$ cat src/pvs_ram.sv
// generic single write port ram with registered read
// no dependencies
`timescale 1ns / 1ps
`default_nettype none

module pvs_ram #(
    parameter int WIDTH = 32,
    parameter int DEPTH = 4
) (
    input  wire logic                     aclk,
    input  wire logic                     we,
    input  wire logic [$clog2(DEPTH)-1:0] waddr,
    input  wire logic [WIDTH-1:0]         wdata,
    input  wire logic [$clog2(DEPTH)-1:0] raddr,
    output logic      [WIDTH-1:0]         rdata
);

    logic [WIDTH-1:0] mem [DEPTH];
    logic [WIDTH-1:0] rdata_reg;

    always_ff @(posedge aclk) begin
        if (we) begin
            mem[waddr] <= wdata;
        end
        rdata_reg <= mem[raddr];
    end

    assign rdata = rdata_reg;

endmodule

`default_nettype wire

$ cat config.mk
export PLATFORM = sky130hd
export DESIGN_NAME = pvs_ram
export DESIGN_NICKNAME = d
export VERILOG_FILES = /design/src/pvs_ram.sv
export SDC_FILE = /design/constraint.sdc
export NUM_CORES = 1
export LEC_CHECK = 0
export BUFFER_PORTS_ARGS = -buffer_cell sky130_fd_sc_hd__clkbuf_2
export CORE_MARGIN = 2
export CORE_UTILIZATION = 56
export CTS_CLUSTER_SIZE = 10
export DETAILED_ROUTE_END_ITERATION = 8
export PLACE_DENSITY = 0.82
export SYNTH_ARGS = -nofsm -noshare
export SYNTH_HDL_FRONTEND = slang
export SYNTH_SLANG_ARGS = --single-unit
$ cat constraint.sdc
create_clock -name aclk -period 4.2 [get_ports aclk]
set_input_delay 0.42 -clock aclk [delete_from_list [all_inputs] [get_ports aclk]]
set_output_delay 0.42 -clock aclk [all_outputs]
set_load 0.02 [all_outputs]
==> results.toml <==
[run_status]
status = "completed"

[detailed_routing]
ant_nets = 0
vias_per_cell = 5.280
drtIter0Drc = 144
drtPass1Iterations = 5
wl_per_cell_um = 18.97
vias = 2260
drt-total-wl_mm = 8.121
drc_errors = 0

[sta]
tns_ns = 0
worst_clock_skew_ns = 0.006443
relSlewSlack_pct = 38.68
setup-violations-final = 0
tightest_slew_ns = 0.9199
min_period_over_period_pct = 38.26
finalMaxSlewViolations = 0
fmax_mhz = 622.4
rsz0062_at_grt = "no"
hold_viol_final = 0
min_period_ns = 1.607

[logic_synthesis]
synth_area_leader_cell = "edfxtp_1"
ys_top_cells_by_area = "edfxtp_1, mux4_2, dfxtp_1"
synth_seq_area_share_pct = 84.13
avgSynthCellArea_um2 = 26.26
synth-seq-cells = 160
synth_cells = 203
synth_top_area_share_pct = 72.11
ys_types = 10
synthesis.nets = 241
synth_warnings = 0
syn-cell-area_um2 = 5330

[grt]
grt_use_total_pct = 17.40
overflow = 0
grt_max_degree = 33
grt_pass1_vias = 2364
grt_pass1_wl_mm = 12.39
antenna_found_initial = 0

[worst_setup_path]
r2r_cells = 1
r2r-start = "mem[1][31]"
critPathLaunchType = "input pin"
worstPathArrival_ns = 2.00
required_ns = 4.59
cp_max_fo = 23
end_kind = "flop"
reg2reg_to = "rdata[31]"
timing.critical_path.from = "raddr[0]"
rrSetupSlack_ns = 3.19
crit_type = "input pin to flop"

[power]
max-vdd-ir-drop_v = 0.0003309
p_per_area_nw_per_um2 = 553.8
p_leak_nw = 2.244

[clock_tree]
cts_sinks = 160
clk_latency_ns = 0.52
hold_buffers = 0
cts_setup_buffers = 0
cts_buffers = 17
clkTransAtPathRegs_ns = 0.06
cts_tree = "done"
cts-root-buf = "clkbuf_8"
clk_path_buf_depth = 2
cts_resized = 0
h-tree-depth = 4

[worst_hold_path]
holdCritStartpoint = "wdata[17]"
holdPathStages = 1
hp-class = "input pin to flop"
min_to = "mem[2][17]"

[placement]
io_buffers = 69
hpwlAfterDp_mm = 4.649
placed_area_um2 = 5774
gp_congestion = 0.6418

[die]
ioPinCount = 70
start_util_pct = 57.68
dieWidth_um = 101.6
die-area_um2 = 10310
placement_rows = 35
core-area_um2 = 9240
die_height_um = 101.6

[final_layout]
num_antenna_cells = 0
drive_above_1_share_pct = 44.82
final_cell_mix = "edfxtp_1, clkbuf_2, dfxtp_1"
largest_register_ffs = 128
final_area_um2 = 6359
layout_commonest_cell = "edfxtp_1"
area_growth_pct = 19.30
utilization_pct = 68.82
num-nets-final = 324

[flow_run]
maxCapViolations = 0
-- synthesized netlist by cell type (all sizes together) --
cell type and instances:
dfxtp 32, and3b 2, nor3b 1, and3 1
buf 7, mux4 32, edfxtp 128
-- metrics by stage --
step	power, W	hold WS (ns)	instances	worst slack [ns]
3_5_place_dp	0.002059	0.5399	396	1.975
5_1_grt	0.003633	0.09758	428	2.459
6_report	0.003521	0.1149	428	2.593
2_1_floorplan	0.001980	0.5157	203	0.9087
3_3_place_gp	0.002048	0.5216	396	2.017
4_1_cts	0.003555	0.08478	428	2.538
-- logic make-up (layout without fill, tap and decap cells) --
family / count (synthesis) / in the layout / share of synthesized area [%]
mux: 32 / 32 / 13.66
flops: 160 / 160 / 84.13
simple gates: 4 / 4 / 0.5870
buf+inv: 7 / 103 / 1.620
-- where the power goes --
| group | total (W) | switching [W] | internal [W] |
|---|---|---|---|
| clock network | 0.00150 | 0.000590 | 0.000909 |
| logic | 0.000188 | 0.000109 | 0.0000792 |
| registers | 0.00183 | 0.0000250 | 0.00181 |
-- critical path, cell delays in order --
cell and delay [ns]:
clkbuf_2 0.65, buf_4 0.38, mux4_2 0.54
-- layer usage --
layer | vias to the layer above | wire, um | GRT usage (%)
met2 | 66 | 4199 | 28.09
met5 | - | 0 | 0
met1 | 1162 | 3275 | 21.07
met4 | 0 | 164 | 8.108
li1 | 1016 | - | -
met3 | 16 | 481 | 6.418
-- worst max path at each step --
stage                            to  slack, ns  cells after the start
final                     rdata[22]       2.59                      3
after global routing      rdata[22]       2.46                      3
after CTS                 rdata[22]       2.54                      3
after detailed placement  rdata[22]       1.98                      3
after global placement    rdata[14]       2.02                      3
after floorplan           mem[0][0]       0.91                      1
-- final cells by class --
class                      count  area (um2)
clock buffer                  20       425.4
clock inverter                12       158.9
fill                         564        2882
multi-input combinational     36       768.2
sequential                   160        4484
tap                          129       161.4
timing repair buffer          71       360.3
Power figures use the tool's default switching activity.
