===== config.mk =====
export PLATFORM = sky130hd
export DESIGN_NAME = pvs_mac
export DESIGN_NICKNAME = d
export VERILOG_FILES = /design/src/pvs_pkg.sv /design/src/pvs_mac.sv
export SDC_FILE = /design/constraint.sdc
export NUM_CORES = 2
export LEC_CHECK = 0
export BUFFER_PORTS_ARGS = -buffer_cell sky130_fd_sc_hd__buf_2
export CAP_MARGIN = 40
export CORE_UTILIZATION = 50
export CTS_CLUSTER_DIAMETER = 60
export DETAILED_ROUTE_END_ITERATION = 8
export HOLD_SLACK_MARGIN = 0.05
export PLACE_DENSITY = 0.72
export SYNTH_ARGS = -nofsm -noshare
export SYNTH_HDL_FRONTEND = slang
export SYNTH_SLANG_ARGS = --single-unit

===== constraint.sdc =====
create_clock -name aclk -period 13.7 [get_ports aclk]
set_clock_uncertainty 0.2 [all_clocks]
set_input_delay 2.055 -clock aclk [delete_from_list [all_inputs] [get_ports aclk]]
set_output_delay 2.055 -clock aclk [all_outputs]
set_load 0.01 [all_outputs]

===== src/pvs_pkg.sv =====
// shared types, codes and saturation helper for the production velocity sensitivity block
// no dependencies
`timescale 1ns / 1ps
`default_nettype none

package pvs_pkg;

    // input selector codes carried in s_tuser
    localparam logic [1:0] ACT_LOAD_GRAD = 2'd0;
    localparam logic [1:0] ACT_LOAD_NODE = 2'd1;
    localparam logic [1:0] ACT_COMPUTE   = 2'd2;
    localparam logic [1:0] ACT_IGNORED   = 2'd3;

    // configuration register indexes
    localparam logic REG_DIMENSION  = 1'b0;
    localparam logic REG_NODE_COUNT = 1'b1;

    typedef enum logic [4:0] {
        ST_IDLE,
        ST_G_RD,
        ST_G_CAP,
        ST_D_MUL,
        ST_D_ACC,
        ST_S_CALC,
        ST_P_MUL,
        ST_P_ACC,
        ST_P_END,
        ST_N_RD,
        ST_N_CAP,
        ST_K_MUL,
        ST_K_ACC,
        ST_O_MUL1,
        ST_O_ACC1,
        ST_O_MUL2,
        ST_O_ACC2,
        ST_O_END,
        ST_EMIT
    } pvs_state_t;

    // terms of the inner sum for one axis
    typedef enum logic [1:0] {
        TERM_GKJ,
        TERM_GJK,
        TERM_SKJ,
        TERM_ND
    } pvs_term_t;

    typedef struct packed {
        logic load;
        logic acc;
        logic clr;
        logic neg;
    } pvs_mac_ctl_t;

    function automatic logic signed [31:0] sat32(input logic signed [63:0] v);
        logic signed [31:0] r;
        if (v > 64'sd2147483647) begin
            r = 32'sh7fffffff;
        end else if (v < -64'sd2147483648) begin
            r = 32'sh80000000;
        end else begin
            r = v[31:0];
        end
        return r;
    endfunction

endpackage

`default_nettype wire


===== src/pvs_mac.sv =====
// shared multiply-accumulate: registered product, rounded and added or subtracted
// uses pvs_pkg
`timescale 1ns / 1ps
`default_nettype none

module pvs_mac #(
    parameter int FRAC_BITS = 16
) (
    input  wire logic                  aclk,
    input  wire pvs_pkg::pvs_mac_ctl_t ctl,
    input  wire logic signed [31:0]    op_a,
    input  wire logic signed [31:0]    op_b,
    output logic signed [63:0]         acc
);

    logic signed [63:0] prod_reg;
    logic signed [63:0] acc_reg;
    logic signed [63:0] rnd;
    logic signed [63:0] base;
    logic signed [63:0] acc_next;

    always_comb begin
        rnd = (prod_reg + (64'sd1 <<< (FRAC_BITS - 1))) >>> FRAC_BITS;
        base = ctl.clr ? 64'sd0 : acc_reg;
        acc_next = ctl.neg ? (base - rnd) : (base + rnd);
    end

    always_ff @(posedge aclk) begin
        if (ctl.load) begin
            prod_reg <= op_a * op_b;
        end
        if (ctl.acc) begin
            acc_reg <= acc_next;
        end
    end

    assign acc = acc_reg;

endmodule

`default_nettype wire


==> flow_summary.ini <==
[route]
met2_wirelength_mm = 58.32
dr.pass1.iters = 6
met3_wirelength_mm = 13.00
drt_iter0_markers = 2719
vias = 34382
drt-met1-wl_mm = 51.97
via_per_inst = 5.572
ant_nets = 0
routed.top_layer = met5
drc = 0
wl_per_cell_um = 20.49
wl_mm = 126.5

[timing]
period_needed_ns = 10.84
relSlewSlack_pct = 35.68
worst_slew_pin_slew_ns = 0.9647
setup_viol = 0
rsz0062_at_grt = no
setup_ws_ns = 2.855
finalMaxSlewViolations = 0
max_freq_mhz = 92.21
period_share_pct = 79.16
hold_viol = 0
setup_tns_ns = 0

[synthesis]
yosysMostFrequentCell = fa_1
syn_area_mm2 = 0.04627
synth_edf_count = 113
synth_fp_nets = 6448
ys_seq_area_share_pct = 7.334
synthMuxAreaShare_pct = 0.2596
synth-async-reset-ratio_pct = 0
yosysTopAreaCell = fa_1
yosysTopAreaCellShare_pct = 46.82
synth_cell_types = 79
synth_area_per_cell_um2 = 9.158
synth_cells = 5052
synthSimpleGateAreaFrac_pct = 18.24
synth_xor_area_share_pct = 3.881
synth-compound-area-share_pct = 6.439
synth_warnings = 0
synth_top_family_by_area = adder cells
ys_seq_elements = 113
synth_common_cells = fa_1, inv_1, nand2_1
synthTopCellsByArea = fa_1, inv_1, edfxtp_1
synthFlopType = edfxtp_1
synthAdderAreaFrac_pct = 53.44

[setup_path]
worst_ep_required_time_ns = 13.68
cp-start-kind = input port
cp_max_fo = 32
worstSetupEndpointType = flip-flop
path_class = in -> reg
arrival_ns = 10.83

[global_routing]
grt_max_degree = 66
antenna_found_initial = 6
first_global_vias = 36375
grt_pass1_wl_mm = 201.1
overflow = 0
grt_usage_pct = 27.73

[clock_network]
cts_hold_buf = 0
clkSinkCount = 113
cts-resized-gates = 0
cts.clk_slew.worst_paths_ns = 0.06
cts_buffer_depth = 2
cts_setup_buffers = 0
clkLatencyLatePin_ns = 0.44
cts-htree-levels = 4
cts_root_buf = clkbuf_16
cts_tree = built
numCtsBuffers = 17

[layout]
fin_nets = 6365
register_area_mm2 = 0.003393
syn_to_final_growth_pct = 4.565
layout-drive-gt1-share_pct = 4.516
multi_input_area_mm2 = 0.03807
fillers = 8194
largest_reg_flops = 64

[placement]
numPortBuffers = 132
routabilityCongestion = 0.9686
dp_hpwl_mm = 98.78
dpl_worst_slack_ns = 2.394

[die]
pin_count = 133
die_h_um = 306.2
die_x_um = 306.2
die-area_mm2 = 0.09375
start_util_pct = 50.47
core_area_mm2 = 0.09166
rows = 111

[flow_run]
maxCapViolations = 0

[status]
status = finished clean

[min_path]
worstHoldPathType = reg -> reg
[kinds of logic (layout without fill, tap and decap cells)]
family | after synthesis | count (layout)
fa+ha+maj | 1327 | 1327
simple gates | 1652 | 1652
mux | 12 | 12
compound gates | 466 | 466
xor+xnor | 205 | 205
flops | 113 | 113
other cells | 0 | 2
buf+inv | 1277 | 1207
[layer usage]
| metal | track usage (%) | up-vias |
|---|---|---|
| li1 | - | 15194 |
| met1 | 37.31 | 17406 |
| met2 | 44.99 | 1535 |
| met3 | 6.753 | 241 |
| met4 | 7.198 | 6 |
| met5 | 0 | - |
[worst max-delay path: stages]
cell and delay, ns:
buf_2 0.50, nand2_1 0.24, inv_1 0.13, fa_1 0.39, inv_1 0.27, fa_1 0.47
inv_1 0.21, fa_1 0.49, fa_1 1.05, inv_1 0.38, fa_1 0.57, inv_1 0.06
fa_1 0.52, inv_1 0.04, fa_1 0.47, inv_1 0.05, fa_1 0.47, ha_1 0.43
nand2_1 0.12, nor2_1 0.28, nand4_1 0.13, a211oi_1 0.31, a211o_1 0.23, nor3b_1 0.42
nor3_1 0.15, a311o_1 0.37
[worst paths after layout]
check,slack [ns],end,cells past startpoint,from
max,2.86,prod_reg[62]$_DFFE_PP_,26,op_a[31]
min,0.58,acc[0]$_DFFE_PP_,3,acc[0]$_DFFE_PP_
max reg2reg,6.37,acc[63]$_DFFE_PP_,18,prod_reg[16]$_DFFE_PP_
min reg2reg,0.58,acc[0]$_DFFE_PP_,3,acc[0]$_DFFE_PP_
[layout by cell type, fill, tap and decap left out, drive strengths merged, types with 6 or more instances in the layout]
cell type  count
mux2i         12
a21o          46
nor2         160
and3          26
ha           245
clkbuf        18
nor2b         79
nand2        613
xnor2        131
a31oi         29
inv         1008
or4            6
a211oi        23
nor4          23
nor3          46
nand2b        22
and2         513
o21bai        14
a21boi        11
and4          19
o21ai         88
edfxtp       113
or3           12
or2            8
xor2          74
fa          1082
o21a          14
nand4         45
nand3         61
o31ai         12
o211ai        17
a21oi        146
clkinv         8
buf          166
o2111ai        6
[stage by stage]
stage               instances  area, µm²  hold WS (ns)  util, %
floorplan                5052      46270        0.6266        -
global placement         6126      47580        0.5723    51.91
detailed placement       6136      47800        0.5756    52.15
CTS                      6168      48370        0.5895    52.77
global route             6168      48370        0.6385    52.77
finish                   6170      48380        0.5837    52.78
[area by class of cell]
class | instances | share of cell area [%]
Multi-Input combinational cell | 3662 | 78.70
Clock inverter | 14 | 0.2948
Timing Repair Buffer | 166 | 2.198
Antenna cell | 2 | 0.01035
Sequential cell | 113 | 7.014
Clock buffer | 18 | 0.8871
Inverter | 1009 | 7.829
Tap cell | 1186 | 3.067
Power is not shown: default switching activity piles up to over one toggle a cycle in this logic, so the estimate is an artifact.
